--- config.mk ---
export PLATFORM = sky130hd
export DESIGN_NAME = biquad_cascade_filter_core
export DESIGN_NICKNAME = d
export VERILOG_FILES = /design/src/rtl/bqc_pkg.sv /design/src/rtl/bqc_ram.sv /design/src/rtl/bqc_ctrl.sv /design/src/rtl/bqc_dp.sv /design/src/rtl/biquad_cascade_filter_core.sv
export SDC_FILE = /design/constraint.sdc
export NUM_CORES = 2
export LEC_CHECK = 0
export ABC_CLOCK_PERIOD_IN_PS = 22100
export BUFFER_PORTS_ARGS = -buffer_cell sky130_fd_sc_hd__buf_4
export CAP_MARGIN = 20
export CELL_PAD_IN_SITES_DETAIL_PLACEMENT = 1
export CELL_PAD_IN_SITES_GLOBAL_PLACEMENT = 2
export CORE_AREA = 2 2 485 487
export CTS_CLUSTER_SIZE = 16
export DETAILED_ROUTE_END_ITERATION = 8
export DIE_AREA = 0 0 487 489
export HOLD_SLACK_MARGIN = 0.12
export PLACE_DENSITY_LB_ADDON = 0.15
export SLEW_MARGIN = 20
export SYNTH_ARGS = -nofsm -noshare
export SYNTH_HDL_FRONTEND = slang
export SYNTH_SLANG_ARGS = --single-unit
--- constraint.sdc ---
create_clock -name clk -period 22.1 [get_ports clk]
set_clock_uncertainty 0.05 [all_clocks]
set_input_delay 3.315 -clock clk [delete_from_list [all_inputs] [get_ports clk]]
set_output_delay 3.315 -clock clk [all_outputs]
set_load 0.05 [all_outputs]
--- src/rtl/bqc_pkg.sv ---
// Shared types and constants for the biquad cascade filter core.
`default_nettype none

package bqc_pkg;

    // Fixed-point widths
    localparam int SAMPLE_W          = 16;
    localparam int COEF_W            = 32;
    localparam int PROD_W            = 48;
    localparam int DELAY_W           = 48;
    localparam int ACC_W             = 50;
    localparam int FRAC_SHIFT        = 15;
    localparam int COEF_INDEX_W      = 6;
    localparam int ACTIVE_W          = 4;
    localparam int COEFS_PER_SECTION = 5;

    // Register file decode (one 32-bit register per word)
    localparam int APB_ADDR_W = 3;
    localparam int APB_DATA_W = 32;
    localparam logic [0:0] REG_ACTIVE_SECTIONS = 1'b0;

    // Input command codes
    typedef enum logic [1:0] {
        CMD_SAMPLE = 2'd0,
        CMD_COEF   = 2'd1,
        CMD_CLEAR  = 2'd2,
        CMD_NOP    = 2'd3
    } bqc_cmd_code_t;

    // Coefficient slot within a section, also the datapath step
    typedef enum logic [2:0] {
        STEP_B0 = 3'd0,
        STEP_B1 = 3'd1,
        STEP_B2 = 3'd2,
        STEP_A1 = 3'd3,
        STEP_A2 = 3'd4
    } bqc_step_t;

    // Controller states
    typedef enum logic [2:0] {
        ST_IDLE,
        ST_ISSUE,
        ST_DRAIN0,
        ST_DRAIN1,
        ST_DONE
    } bqc_state_t;

    // Controller to datapath commands
    typedef struct packed {
        logic      start;
        logic      coef_wr;
        logic      clear;
        logic      issue;
        bqc_step_t step;
        logic      out_load;
    } bqc_ctl_t;

    // Datapath to controller status
    typedef struct packed {
        logic out_busy;
    } bqc_stat_t;

endpackage

`default_nettype wire

--- src/rtl/bqc_ram.sv ---
// Generic single-port-write, registered-read RAM.
`default_nettype none

module bqc_ram #(
    parameter int WIDTH = 32,
    parameter int DEPTH = 40,
    localparam int AW = (DEPTH > 1) ? $clog2(DEPTH) : 1
) (
    input  wire logic             clk,
    input  wire logic             we,
    input  wire logic [AW-1:0]    waddr,
    input  wire logic [WIDTH-1:0] wdata,
    input  wire logic             re,
    input  wire logic [AW-1:0]    raddr,
    output logic      [WIDTH-1:0] rdata
);

    logic [WIDTH-1:0] mem [DEPTH];

    // Write port
    always_ff @(posedge clk)
    begin
        if (we)
        begin
            mem[waddr] <= wdata;
        end
    end

    // Registered read port
    always_ff @(posedge clk)
    begin
        if (re)
        begin
            rdata <= mem[raddr];
        end
    end

endmodule

`default_nettype wire

--- src/rtl/bqc_ctrl.sv ---
// Sequencer for the biquad cascade: walks sections and coefficient steps.
`default_nettype none

module bqc_ctrl #(
    parameter int MAX_SECTIONS = 8,
    localparam int IW = (MAX_SECTIONS > 1) ? $clog2(MAX_SECTIONS) : 1
) (
    input  wire logic                           clk,
    input  wire logic                           rst_n,
    input  wire logic                           in_valid,
    output logic                                in_ready,
    input  wire logic [1:0]                     cmd,
    input  wire logic [bqc_pkg::ACTIVE_W-1:0]   active_sections,
    input  wire bqc_pkg::bqc_stat_t             stat,
    output bqc_pkg::bqc_ctl_t                   ctl,
    output logic [IW-1:0]                       sec
);

    import bqc_pkg::*;

    localparam int CW = $clog2(MAX_SECTIONS + 1);

    bqc_state_t     state_reg, state_next;
    bqc_step_t      step_reg, step_next;
    logic [CW-1:0]  sec_reg, sec_next;
    logic [CW-1:0]  nsec_reg, nsec_next;
    logic [CW-1:0]  n_eff;
    logic [CW-1:0]  sec_inc;
    logic           accept;
    logic           last_issue;

    // Sections in use, clamped to what is built
    assign n_eff = (int'(active_sections) > MAX_SECTIONS) ? CW'(MAX_SECTIONS)
                                                          : CW'(active_sections);

    assign accept     = in_valid && (state_reg == ST_IDLE);
    assign sec_inc    = sec_reg + CW'(1);
    assign last_issue = (step_reg == STEP_A2) && (sec_inc == nsec_reg);

    // State and counter registers
    always_ff @(posedge clk or negedge rst_n)
    begin
        if (!rst_n)
        begin
            state_reg <= ST_IDLE;
            step_reg  <= STEP_B0;
            sec_reg   <= '0;
            nsec_reg  <= '0;
        end
        else
        begin
            state_reg <= state_next;
            step_reg  <= step_next;
            sec_reg   <= sec_next;
            nsec_reg  <= nsec_next;
        end
    end

    // Next state
    always_comb
    begin
        state_next = state_reg;
        case (state_reg)
            ST_IDLE:
            begin
                if (accept && (cmd == CMD_SAMPLE))
                begin
                    state_next = (n_eff == '0) ? ST_DONE : ST_ISSUE;
                end
            end
            ST_ISSUE:
            begin
                if (last_issue)
                begin
                    state_next = ST_DRAIN0;
                end
            end
            ST_DRAIN0: state_next = ST_DRAIN1;
            ST_DRAIN1: state_next = ST_DONE;
            ST_DONE:
            begin
                if (!stat.out_busy)
                begin
                    state_next = ST_IDLE;
                end
            end
            default:   state_next = ST_IDLE;
        endcase
    end

    // Step and section counters
    always_comb
    begin
        step_next = step_reg;
        sec_next  = sec_reg;
        nsec_next = nsec_reg;
        if (state_reg == ST_IDLE)
        begin
            step_next = STEP_B0;
            sec_next  = '0;
            nsec_next = n_eff;
        end
        else if (state_reg == ST_ISSUE)
        begin
            case (step_reg)
                STEP_B0: step_next = STEP_B1;
                STEP_B1: step_next = STEP_B2;
                STEP_B2: step_next = STEP_A1;
                STEP_A1: step_next = STEP_A2;
                STEP_A2:
                begin
                    step_next = STEP_B0;
                    sec_next  = sec_inc;
                end
                default: step_next = STEP_B0;
            endcase
        end
    end

    // Outputs
    always_comb
    begin
        in_ready     = (state_reg == ST_IDLE);
        ctl.start    = accept && (cmd == CMD_SAMPLE);
        ctl.coef_wr  = accept && (cmd == CMD_COEF);
        ctl.clear    = accept && (cmd == CMD_CLEAR);
        ctl.issue    = (state_reg == ST_ISSUE);
        ctl.step     = step_reg;
        ctl.out_load = (state_reg == ST_DONE) && !stat.out_busy;
        sec          = IW'(sec_reg);
    end

endmodule

`default_nettype wire

--- src/rtl/bqc_dp.sv ---
// Datapath: coefficient store, shared multiplier, accumulators, delays, output register.
`default_nettype none

module bqc_dp #(
    parameter int MAX_SECTIONS = 8,
    localparam int IW = (MAX_SECTIONS > 1) ? $clog2(MAX_SECTIONS) : 1
) (
    input  wire logic                                clk,
    input  wire logic                                rst_n,
    input  wire bqc_pkg::bqc_ctl_t                   ctl,
    input  wire logic [IW-1:0]                       sec,
    input  wire logic signed [bqc_pkg::SAMPLE_W-1:0] sample_in,
    input  wire logic                                block_last_in,
    input  wire logic [bqc_pkg::COEF_INDEX_W-1:0]    coef_index,
    input  wire logic signed [bqc_pkg::COEF_W-1:0]   coef_value,
    output logic                                     out_valid,
    input  wire logic                                out_ready,
    output logic signed [bqc_pkg::SAMPLE_W-1:0]      sample_out,
    output logic                                     block_last_out,
    output logic                                     saturated,
    output bqc_pkg::bqc_stat_t                       stat
);

    import bqc_pkg::*;

    localparam int NCOEF = MAX_SECTIONS * COEFS_PER_SECTION;
    localparam int AW    = (NCOEF > 1) ? $clog2(NCOEF) : 1;
    localparam int RW    = PROD_W - FRAC_SHIFT;
    localparam int YW    = ACC_W - FRAC_SHIFT;
    localparam logic signed [PROD_W-1:0] PROD_HALF = PROD_W'(1) <<< (FRAC_SHIFT - 1);
    localparam logic signed [ACC_W-1:0]  ACC_HALF  = ACC_W'(1) <<< (FRAC_SHIFT - 1);

    // Coefficient store and its written-slot bits
    logic [NCOEF-1:0]          coef_vld_reg;
    logic                      coef_wr_ok;
    logic [AW-1:0]             coef_waddr;
    logic [AW-1:0]             rd_addr;
    logic [COEF_W-1:0]         ram_rdata;
    logic                      coef_ok_reg;

    // Pipeline control
    logic                      p1_valid_reg;
    bqc_step_t                 p1_step_reg;
    logic [IW-1:0]             p1_sec_reg;
    logic                      p2_valid_reg;
    bqc_step_t                 p2_step_reg;
    logic [IW-1:0]             p2_sec_reg;

    // Arithmetic
    logic signed [SAMPLE_W-1:0] x_reg;
    logic signed [SAMPLE_W-1:0] y_reg;
    logic signed [SAMPLE_W-1:0] y_next;
    logic signed [COEF_W-1:0]   coef_s;
    logic signed [SAMPLE_W-1:0] op_s;
    logic signed [PROD_W-1:0]   prod_next;
    logic signed [PROD_W-1:0]   prod_reg;
    logic signed [PROD_W-1:0]   prod_rnd;
    logic signed [RW-1:0]       r_s;
    logic signed [ACC_W-1:0]    r_ext;
    logic signed [ACC_W-1:0]    da_ext;
    logic signed [ACC_W-1:0]    db_ext;
    logic signed [ACC_W-1:0]    acc0;
    logic signed [ACC_W-1:0]    y_rnd;
    logic signed [YW-1:0]       y_wide;
    logic                       y_clip;
    logic signed [ACC_W-1:0]    acca_reg;
    logic signed [ACC_W-1:0]    accb_reg;
    logic signed [ACC_W-1:0]    upd_sum;
    logic signed [DELAY_W-1:0]  upd_sat;
    logic                       upd_clip;
    logic                       sat_reg;
    logic                       last_reg;

    // Delay line state
    logic signed [DELAY_W-1:0]  da_reg [MAX_SECTIONS];
    logic signed [DELAY_W-1:0]  db_reg [MAX_SECTIONS];

    // Output register
    logic                       out_valid_reg;
    logic signed [SAMPLE_W-1:0] sample_out_reg;
    logic                       last_out_reg;
    logic                       sat_out_reg;

    // Coefficient write decode; slots past the store are dropped
    assign coef_wr_ok = ctl.coef_wr && (int'(coef_index) < NCOEF);
    assign coef_waddr = AW'(coef_index);

    // Read address: five slots per section
    assign rd_addr = (AW'(sec) << 2) + AW'(sec) + AW'(ctl.step);

    bqc_ram #(
        .WIDTH (COEF_W),
        .DEPTH (NCOEF)
    ) u_coef_ram (
        .clk   (clk),
        .we    (coef_wr_ok),
        .waddr (coef_waddr),
        .wdata (coef_value),
        .re    (ctl.issue),
        .raddr (rd_addr),
        .rdata (ram_rdata)
    );

    // Written-slot bits; an unwritten slot reads as zero
    always_ff @(posedge clk or negedge rst_n)
    begin
        if (!rst_n)
        begin
            coef_vld_reg <= '0;
        end
        else if (coef_wr_ok)
        begin
            coef_vld_reg[coef_waddr] <= 1'b1;
        end
    end

    always_ff @(posedge clk)
    begin
        if (ctl.issue)
        begin
            coef_ok_reg <= coef_vld_reg[rd_addr];
        end
    end

    // Pipeline control: read, multiply, accumulate
    always_ff @(posedge clk or negedge rst_n)
    begin
        if (!rst_n)
        begin
            p1_valid_reg <= 1'b0;
            p2_valid_reg <= 1'b0;
        end
        else
        begin
            p1_valid_reg <= ctl.issue;
            p2_valid_reg <= p1_valid_reg;
        end
    end

    always_ff @(posedge clk)
    begin
        p1_step_reg <= ctl.step;
        p1_sec_reg  <= sec;
        p2_step_reg <= p1_step_reg;
        p2_sec_reg  <= p1_sec_reg;
    end

    // Multiply stage: feed-forward taps use x, feedback taps use y
    assign coef_s    = coef_ok_reg ? signed'(ram_rdata) : '0;
    assign op_s      = ((p1_step_reg == STEP_A1) || (p1_step_reg == STEP_A2)) ? y_reg : x_reg;
    assign prod_next = op_s * coef_s;

    always_ff @(posedge clk)
    begin
        if (p1_valid_reg)
        begin
            prod_reg <= prod_next;
        end
    end

    // Section input: sample on start, previous section output after its last tap
    always_ff @(posedge clk)
    begin
        if (ctl.start)
        begin
            x_reg    <= sample_in;
            last_reg <= block_last_in;
        end
        else if (p1_valid_reg && (p1_step_reg == STEP_A2))
        begin
            x_reg <= y_reg;
        end
    end

    // Product rounding to 30 fraction bits
    assign prod_rnd = prod_reg + PROD_HALF;
    assign r_s      = prod_rnd[PROD_W-1:FRAC_SHIFT];
    assign r_ext    = {{(ACC_W - RW){r_s[RW-1]}}, r_s};
    assign da_ext   = {{(ACC_W - DELAY_W){da_reg[p2_sec_reg][DELAY_W-1]}}, da_reg[p2_sec_reg]};
    assign db_ext   = {{(ACC_W - DELAY_W){db_reg[p2_sec_reg][DELAY_W-1]}}, db_reg[p2_sec_reg]};

    // Section output: round and clip to Q1.15
    assign acc0   = r_ext + da_ext;
    assign y_rnd  = acc0 + ACC_HALF;
    assign y_wide = y_rnd[ACC_W-1:FRAC_SHIFT];
    assign y_clip = (y_wide[YW-1:SAMPLE_W-1] != {(YW - SAMPLE_W + 1){y_wide[SAMPLE_W-1]}});

    always_comb
    begin
        if (!y_clip)
        begin
            y_next = y_wide[SAMPLE_W-1:0];
        end
        else if (y_wide[YW-1])
        begin
            y_next = {1'b1, {(SAMPLE_W - 1){1'b0}}};
        end
        else
        begin
            y_next = {1'b0, {(SAMPLE_W - 1){1'b1}}};
        end
    end

    // Delay update: subtract feedback term, clip to 48 bits
    assign upd_sum  = ((p2_step_reg == STEP_A1) ? acca_reg : accb_reg) - r_ext;
    assign upd_clip = (upd_sum[ACC_W-1:DELAY_W-1] != {(ACC_W - DELAY_W + 1){upd_sum[DELAY_W-1]}});

    always_comb
    begin
        if (!upd_clip)
        begin
            upd_sat = upd_sum[DELAY_W-1:0];
        end
        else if (upd_sum[ACC_W-1])
        begin
            upd_sat = {1'b1, {(DELAY_W - 1){1'b0}}};
        end
        else
        begin
            upd_sat = {1'b0, {(DELAY_W - 1){1'b1}}};
        end
    end

    // Accumulate stage
    always_ff @(posedge clk)
    begin
        if (p2_valid_reg)
        begin
            case (p2_step_reg)
                STEP_B0: y_reg    <= y_next;
                STEP_B1: acca_reg <= r_ext + db_ext;
                STEP_B2: accb_reg <= r_ext;
                default: ;
            endcase
        end
    end

    // Clip flag for the current sample
    always_ff @(posedge clk or negedge rst_n)
    begin
        if (!rst_n)
        begin
            sat_reg <= 1'b0;
        end
        else if (ctl.start)
        begin
            sat_reg <= 1'b0;
        end
        else if (p2_valid_reg)
        begin
            case (p2_step_reg)
                STEP_B0: sat_reg <= sat_reg | y_clip;
                STEP_A1: sat_reg <= sat_reg | upd_clip;
                STEP_A2: sat_reg <= sat_reg | upd_clip;
                default: ;
            endcase
        end
    end

    // Delay registers: cleared on reset and by the clear command
    always_ff @(posedge clk or negedge rst_n)
    begin
        if (!rst_n)
        begin
            for (int i = 0; i < MAX_SECTIONS; i++)
            begin
                da_reg[i] <= '0;
                db_reg[i] <= '0;
            end
        end
        else if (ctl.clear)
        begin
            for (int i = 0; i < MAX_SECTIONS; i++)
            begin
                da_reg[i] <= '0;
                db_reg[i] <= '0;
            end
        end
        else if (p2_valid_reg && (p2_step_reg == STEP_A1))
        begin
            da_reg[p2_sec_reg] <= upd_sat;
        end
        else if (p2_valid_reg && (p2_step_reg == STEP_A2))
        begin
            db_reg[p2_sec_reg] <= upd_sat;
        end
    end

    // Output register: holds one result while the receiver stalls
    always_ff @(posedge clk or negedge rst_n)
    begin
        if (!rst_n)
        begin
            out_valid_reg <= 1'b0;
        end
        else if (ctl.out_load)
        begin
            out_valid_reg <= 1'b1;
        end
        else if (out_ready)
        begin
            out_valid_reg <= 1'b0;
        end
    end

    always_ff @(posedge clk)
    begin
        if (ctl.out_load)
        begin
            sample_out_reg <= x_reg;
            last_out_reg   <= last_reg;
            sat_out_reg    <= sat_reg;
        end
    end

    assign out_valid      = out_valid_reg;
    assign sample_out     = sample_out_reg;
    assign block_last_out = last_out_reg;
    assign saturated      = sat_out_reg;
    assign stat.out_busy  = out_valid_reg && !out_ready;

endmodule

`default_nettype wire

--- src/rtl/biquad_cascade_filter_core.sv ---
// Top level of the biquad cascade filter: register port, sequencer and datapath.
//
// Usage:
//   Input channel (in_valid/in_ready) carries one command per transaction:
//   filter a sample, write one coefficient slot, or clear all section delays.
//   Only a filter command produces a transaction on the output channel
//   (out_valid/out_ready): the saturated Q1.15 result, the block-last marker
//   and a clip flag.
//   Coefficient writes and clears take effect when accepted and leave the block
//   ready in the next cycle. A sample's processing time grows with N, the active
//   section count: the single shared 16x32 multiplier serves the five
//   coefficients of each section one per cycle.
//   The output register holds a finished result while the receiver stalls; the
//   next command is accepted meanwhile, and a following sample waits in its
//   last cycle until the output register is free.
//   Reset clears the coefficient store (through per-slot written bits), all
//   delays, and sets active_sections to 1. active_sections sits at APB byte
//   address 0; write it only while the block is idle (the block does not check).
`default_nettype none

module biquad_cascade_filter_core #(
    parameter int MAX_SECTIONS = 8
) (
    input  wire logic                                  clk,
    input  wire logic                                  rst_n,

    // Configuration port
    input  wire logic                                  psel,
    input  wire logic                                  penable,
    input  wire logic                                  pwrite,
    input  wire logic [bqc_pkg::APB_ADDR_W-1:0]        paddr,
    input  wire logic [bqc_pkg::APB_DATA_W-1:0]        pwdata,
    output logic      [bqc_pkg::APB_DATA_W-1:0]        prdata,
    output logic                                       pready,

    // Input channel
    input  wire logic                                  in_valid,
    output logic                                       in_ready,
    input  wire logic [1:0]                            cmd,
    input  wire logic signed [bqc_pkg::SAMPLE_W-1:0]   sample_in,
    input  wire logic                                  block_last_in,
    input  wire logic [bqc_pkg::COEF_INDEX_W-1:0]      coef_index,
    input  wire logic signed [bqc_pkg::COEF_W-1:0]     coef_value,

    // Output channel
    output logic                                       out_valid,
    input  wire logic                                  out_ready,
    output logic signed [bqc_pkg::SAMPLE_W-1:0]        sample_out,
    output logic                                       block_last_out,
    output logic                                       saturated
);

    import bqc_pkg::*;

    localparam int IW = (MAX_SECTIONS > 1) ? $clog2(MAX_SECTIONS) : 1;

    logic [ACTIVE_W-1:0] active_sections_reg;
    logic                reg_sel;
    bqc_ctl_t            ctl;
    bqc_stat_t           stat;
    logic [IW-1:0]       sec;

    // Register decode: one word per register
    assign reg_sel = (paddr[2:2] == REG_ACTIVE_SECTIONS);
    assign pready  = 1'b1;
    assign prdata  = reg_sel ? {{(APB_DATA_W - ACTIVE_W){1'b0}}, active_sections_reg} : '0;

    always_ff @(posedge clk or negedge rst_n)
    begin
        if (!rst_n)
        begin
            active_sections_reg <= ACTIVE_W'(1);
        end
        else if (psel && penable && pwrite && pready && reg_sel)
        begin
            active_sections_reg <= pwdata[ACTIVE_W-1:0];
        end
    end

    bqc_ctrl #(
        .MAX_SECTIONS (MAX_SECTIONS)
    ) u_ctrl (
        .clk             (clk),
        .rst_n           (rst_n),
        .in_valid        (in_valid),
        .in_ready        (in_ready),
        .cmd             (cmd),
        .active_sections (active_sections_reg),
        .stat            (stat),
        .ctl             (ctl),
        .sec             (sec)
    );

    bqc_dp #(
        .MAX_SECTIONS (MAX_SECTIONS)
    ) u_dp (
        .clk            (clk),
        .rst_n          (rst_n),
        .ctl            (ctl),
        .sec            (sec),
        .sample_in      (sample_in),
        .block_last_in  (block_last_in),
        .coef_index     (coef_index),
        .coef_value     (coef_value),
        .out_valid      (out_valid),
        .out_ready      (out_ready),
        .sample_out     (sample_out),
        .block_last_out (block_last_out),
        .saturated      (saturated),
        .stat           (stat)
    );

endmodule

`default_nettype wire
After elaboration in Yosys (flattened, before gate mapping) --
Memory sizes are Yosys's and may differ from the RTL's. A register that Yosys moved wholly into a read port is not among the register bits. Index checks and enable logic that the tools add are counted.
Word-level totals: bits in registers 1025, input bits 99, bits in writable memories 1280, logic and storage cells 173, memories kept 1
Memory list:
- u_dp.u_coef_ram.mem | words 40, width 32, read ports 1, clocked after memory_dff 1, wr ports 1, RTL line bqc_ram.sv:18 | logic [WIDTH-1:0] mem [DEPTH];
Operators by class: multipliers 1, equal/unequal tests 23, mux-type cells 48, bitwise gates (word level) 5, add/subtract/negate cells 8, reduce and logical (&&, ||, !) cells 40, order comparisons 7
Operators by type and width (number):
- 2-to-1 mux 384 bit | 5
- bitwise mux 384 bit | 2
- 2-to-1 mux 48 bit | 7
- binary-select mux 48 bit (select 3 bit) | 2
- demux 48 bit (select 3 bit) | 1
- adder 33 x 48 -> 49 bit | 2
- 2-to-1 mux 16 bit | 5
- adder 50 x 16 -> 50 bit, second input constant | 1
- 2-to-1 mux 50 bit | 1
- subtractor 50 x 33 -> 50 bit | 1
- adder 48 x 16 -> 48 bit, second input constant | 1
- multiplier 16 x 32 -> 48 bit | 1
- bitwise OR 40 bit | 1
- 2-to-1 mux 32 bit | 1
- == test 3 x 2 -> 1 bit, second input constant | 7
- 2-to-1 mux 4 bit | 5
- inequality test 19 bit | 1
- 2-to-1 mux 3 bit | 6
- logical AND 1 bit | 16
- one-hot mux 3 bit (5 select lines) | 1
- < comparator 6 x 7 -> 1 bit, second input constant | 2
- nonzero test 2 bit | 7
- == test 3 bit, second input constant | 4
- one-hot mux 3 bit (4 select lines) | 1
- other kinds (31) | 51

Depth between registers and ports, before layout --
depth in word-level cells 11, mapped depth 35, mapped depth without buffers 32

By module --
Synthesis repeated with hierarchy kept, for this count alone.
Unflattened totals: cells, all modules 9188, area total of the unflattened synthesis 117682.9 µm²
Modules (own cells, without submodules):
- bqc_dp | cells each 6489, seq. area each 25604.6 µm², times used 1, area an instance 65496.6 µm²
- bqc_ram | cells each 2562, seq. area each 39397.8 µm², times used 1, area an instance 50937.6 µm²
- bqc_ctrl | cells each 93, seq. area each 350.3 µm², times used 1, area an instance 818.3 µm²
- biquad_cascade_filter_core | cells each 44, seq. area each 101.3 µm², times used 1, area an instance 430.4 µm²

Worst setup path before layout --
OpenSTA, ideal clock, no wires.
path type reg-to-reg, start point register u_dp.p1_step_reg[2], end point register u_dp.prod_reg[47] (data pin), clock period less this slack 8.867 ns, slack 13.233 ns, library setup time 0.260 ns, data required time 21.790 ns, cell stages (with the launch flop) 33, data arrival time 8.557 ns, path through dfxtp_1 > and3b_1 > a21o_1 > buf_1 > clkbuf_1 > mux2_2 > clkbuf_1 > nand2_1 > fa_1 > fa_1 > fa_1 > inv_1 > fa_1 > fa_1 > inv_1 > fa_1 > inv_1 > ha_1 > a21o_1 > a21o_1 > a21o_1 > or2_2 > o21ai_0 > a21oi_1 > o211a_1 > o311ai_0 > nand2_1 > and2_1 > o41a_1 > a41o_1 > or3_1 > a21oi_1 > xnor2_1
Between the ends: longest elaborated chain between the ends 4, elaborated cells between the ends (all ways) 5, classes of those cells mul (1); eq/ne (2); mux (1); reduce/logical (1)
RTL lines:
- start: declaration | RTL line bqc_dp.sv:43 | bqc_step_t p1_step_reg;
- start signal: assignment | RTL line bqc_dp.sv:142 | p1_step_reg <= ctl.step;
- == test 3 x 2 -> 1 bit or == test 3 bit (tied branches) | RTL line bqc_dp.sv:150 | assign op_s = ((p1_step_reg == STEP_A1) || (p1_step_reg == STEP_A2)) ? y_reg : x_reg;
- logical OR 1 bit (*) | RTL line bqc_dp.sv:150
- 2-to-1 mux 16 bit (*) | RTL line bqc_dp.sv:150
- multiplier 16 x 32 -> 48 bit (*) | RTL line bqc_dp.sv:151 | assign prod_next = op_s * coef_s;
- via u_dp.prod_next[47] | RTL line bqc_dp.sv:55 | logic signed [PROD_W-1:0] prod_next;
- end signal: assignment | RTL line bqc_dp.sv:157 | prod_reg <= prod_next;
- end: declaration | RTL line bqc_dp.sv:56 | logic signed [PROD_W-1:0] prod_reg;
Mark *: on every way through the listed nets, which the timed path passes. The rest lies on a longest branch. A chain may end at the register's enable or synchronous reset.

Worst setup path after layout --
Same ends and word-level chain as after synthesis.

==> flow_metrics.py <==
metrics = {
    "outcome": {
        "outcome": "completed",
    },
    "drt": {
        "drc": 0,
        "wl_per_cell_um": 31.8,
        "firstDrtPassIters": 5,
        "route.vias.total": 76200,
        "post_drt_via_cell_ratio": 6.44,
        "drtIter0Drc": 7749,
        "antenna_left": 0,
        "routed_wl_mm": 377,
    },
    "worst_setup_path": {
        "startpoint_type": "register",
        "cpLargestDelayFamily": "adder cells",
        "crit_slowest_cell": "mux2i_1",
        "crit_path_end_kind": "register",
        "crit_top_cell": "fa_1",
        "path_buf_inv": 6,
        "crit_cells": 32,
        "r2r_cells": 32,
        "worstPathRequired_ns": 22.62,
        "critical_path_class": "register to register",
        "critPathMaxStageDelay_ns": 0.99,
        "arrival_ns": 10.96,
        "critical_path_peak_fanout": 30,
    },
    "final_layout": {
        "syn_to_final_growth_pct": 11.4,
        "layout.nets": 9374,
        "fin_util_pct": 55.3,
        "largest_reg_flops": 1280,
        "layout-drive-gt1-share_pct": 15.1,
        "fill_cells": 22400,
    },
    "logic_synthesis": {
        "synth_top_area_share_pct": 38.3,
        "synth_cell_types": 100,
        "synth.most_common_cell": "edfxtp_1",
        "synth_edf_count": 1480,
        "synth_ff_type": "edfxtp_1",
        "synth-seq-cells": 2322,
        "synth_area_leaders": "edfxtp_1 38%, dfrtp_1 18%, fa_1 8.4%, mux4_2 7.8%, a22o_1 4.7%",
        "yosysWarnings": 0,
        "syn-instance-count": 8575,
        "synthTopCellsByCount": "1480 x edfxtp_1, 829 x dfrtp_1, 793 x nand2_1",
        "synth.avg_cell_area_um2": 13.5,
        "syn_area_um2": 116000,
        "yosys.area.top_type": "edfxtp_1",
        "seq_area_frac_synth_pct": 56.4,
        "ys_async_sr_fraction_pct": 35.7,
    },
    "global_route": {
        "grt.total_usage_pct": 31.7,
        "grt_first_pass_wirelength_mm": 556,
        "antenna_found_initial": 7,
        "grt_max_degree": 163,
        "grt_pass1_vias": 80900,
        "overflow": 0,
    },
    "cts": {
        "cts-buffers-inserted": 235,
        "clk_pin_slew_ns": 0.06,
        "cts_tree": "built",
        "cts_max_level": 4,
        "cts_hold_buf": 0,
        "cts.sinks": 2322,
        "cts_resized": 0,
        "insertion_delay_ns": 0.92,
        "root_buffer": "clkbuf_16",
        "clockBufferDepth": 3,
        "post_cts_buffers": 0,
    },
    "timing": {
        "worstMarginPinSlew_ns": 1.17,
        "tns_ns": 0,
        "fin_crit_sh_pct": 47.2,
        "setup_viol": 0,
        "fmax_ghz": 0.0958,
        "max_slew_margin_pct": 21.3,
        "rsz0062_at_grt": "no",
        "min_period_ns": 10.43,
        "hold_viol": 0,
        "maxSlewViolCount": 0,
    },
    "floorplanning": {
        "dieArea_um2": 238000,
        "dieWidth_um": 487,
        "start_util_pct": 49.6,
        "ios": 152,
        "core-area_um2": 234000,
        "row_count": 178,
        "die_y_um": 489,
    },
    "placement": {
        "place_hpwl_mm": 242,
        "portBuffers": 92,
        "routabilityCongestion": 0.879,
    },
    "flow_run": {
        "cap_viol_max_count": 0,
    },
    "min_path": {
        "holdPathStages": 0,
        "hold_class": "register to register",
    },
}
==> final cells by class <==
class / instances / area [um2] / share of cell area (%)
Clock buffer: 302 / 6430 / 4.97
Timing Repair Buffer: 293 / 2290 / 1.77
Multi-Input combinational cell: 5068 / 46900 / 36.3
Sequential cell: 2322 / 65500 / 50.6
Antenna cell: 6 / 15.0 / 0.0116
Tap cell: 3060 / 3830 / 2.96
Clock inverter: 138 / 1870 / 1.45
Inverter: 645 / 2420 / 1.87
==> routing by layer <==
layer	vias up	wire length (um)	GRT usage (%)
li1	31600	-	-
met1	41100	158000	44.3
met2	2976	181000	51.5
met3	602	23200	3.88
met4	2	14400	11.5
met5	-	13	0
==> worst reg2reg max path: cells and delay by family (launching register included) <==
family | cells | cell delay, ns
simple gates | 6 | 1.50
flops | 1 | 0.33
compound gates | 11 | 2.79
buf+inv | 6 | 0.98
mux | 1 | 1.03
fa+ha+maj | 7 | 3.30
xor+xnor | 1 | 0.11
==> kinds of logic after synthesis <==
logic type      share of synthesized area (%)
compound gates                           11.0
xor+xnor                                 1.69
simple gates                             7.26
other cells                           0.00648
fa+ha+maj                                10.8
mux                                      8.72
buf+inv                                  4.04
flops                                    56.4
==> metrics by stage <==
step                instances  area, um2  worst slack [ns]  hold slack (ns)
floorplan                8602     116000             13.23            0.260
finish                  11800     129000             11.67            0.364
global placement        11400     121000             12.04            0.308
detailed placement      11400     121000             11.88            0.320
global route            11800     129000             11.23            0.369
CTS                     11800     129000             11.81            0.377
==> path summary, 6_finish.rpt <==
path / startpoint / end / slack (ns)
hold / removal: u_dp.p1_sec_reg[0]$_DFF_P_ / u_dp.p2_sec_reg[0]$_DFF_P_ / 0.36
hold reg to reg: u_dp.p1_sec_reg[0]$_DFF_P_ / u_dp.p2_sec_reg[0]$_DFF_P_ / 0.36
setup reg to reg: u_dp.p1_step_reg[2]$_DFF_P_ / u_dp.prod_reg[47]$_DFFE_PP_ / 11.67
max in group asynchronous: rst_n / u_dp.coef_vld_reg[6]$_DFFE_PN0P_ / 16.38
min in group asynchronous: rst_n / u_dp.da_reg[139]$_DFFE_PN0P_ / 2.45
setup / recovery: u_dp.p1_step_reg[2]$_DFF_P_ / u_dp.prod_reg[47]$_DFFE_PP_ / 11.67
==> cell usage in the layout, fill, tap and decap left out, types with 153 or more instances in the layout <==
master / Yosys / layout
nor2_1: 455 / 397
a21oi_1: 169 / 153
clkbuf_16: 0 / 240
nand2_1: 793 / 793
fa_1: 489 / 488
buf_4: 31 / 279
edfxtp_1: 1480 / 1480
o22ai_1: 333 / 332
mux4_2: 400 / 400
o21ai_0: 214 / 213
ha_1: 221 / 219
dfrtp_1: 829 / 829
inv_1: 645 / 643
a22o_1: 618 / 618
Power is left out: the tool's default activity adds up to more than one toggle a clock period on the data nets, which glitch-free logic cannot reach.
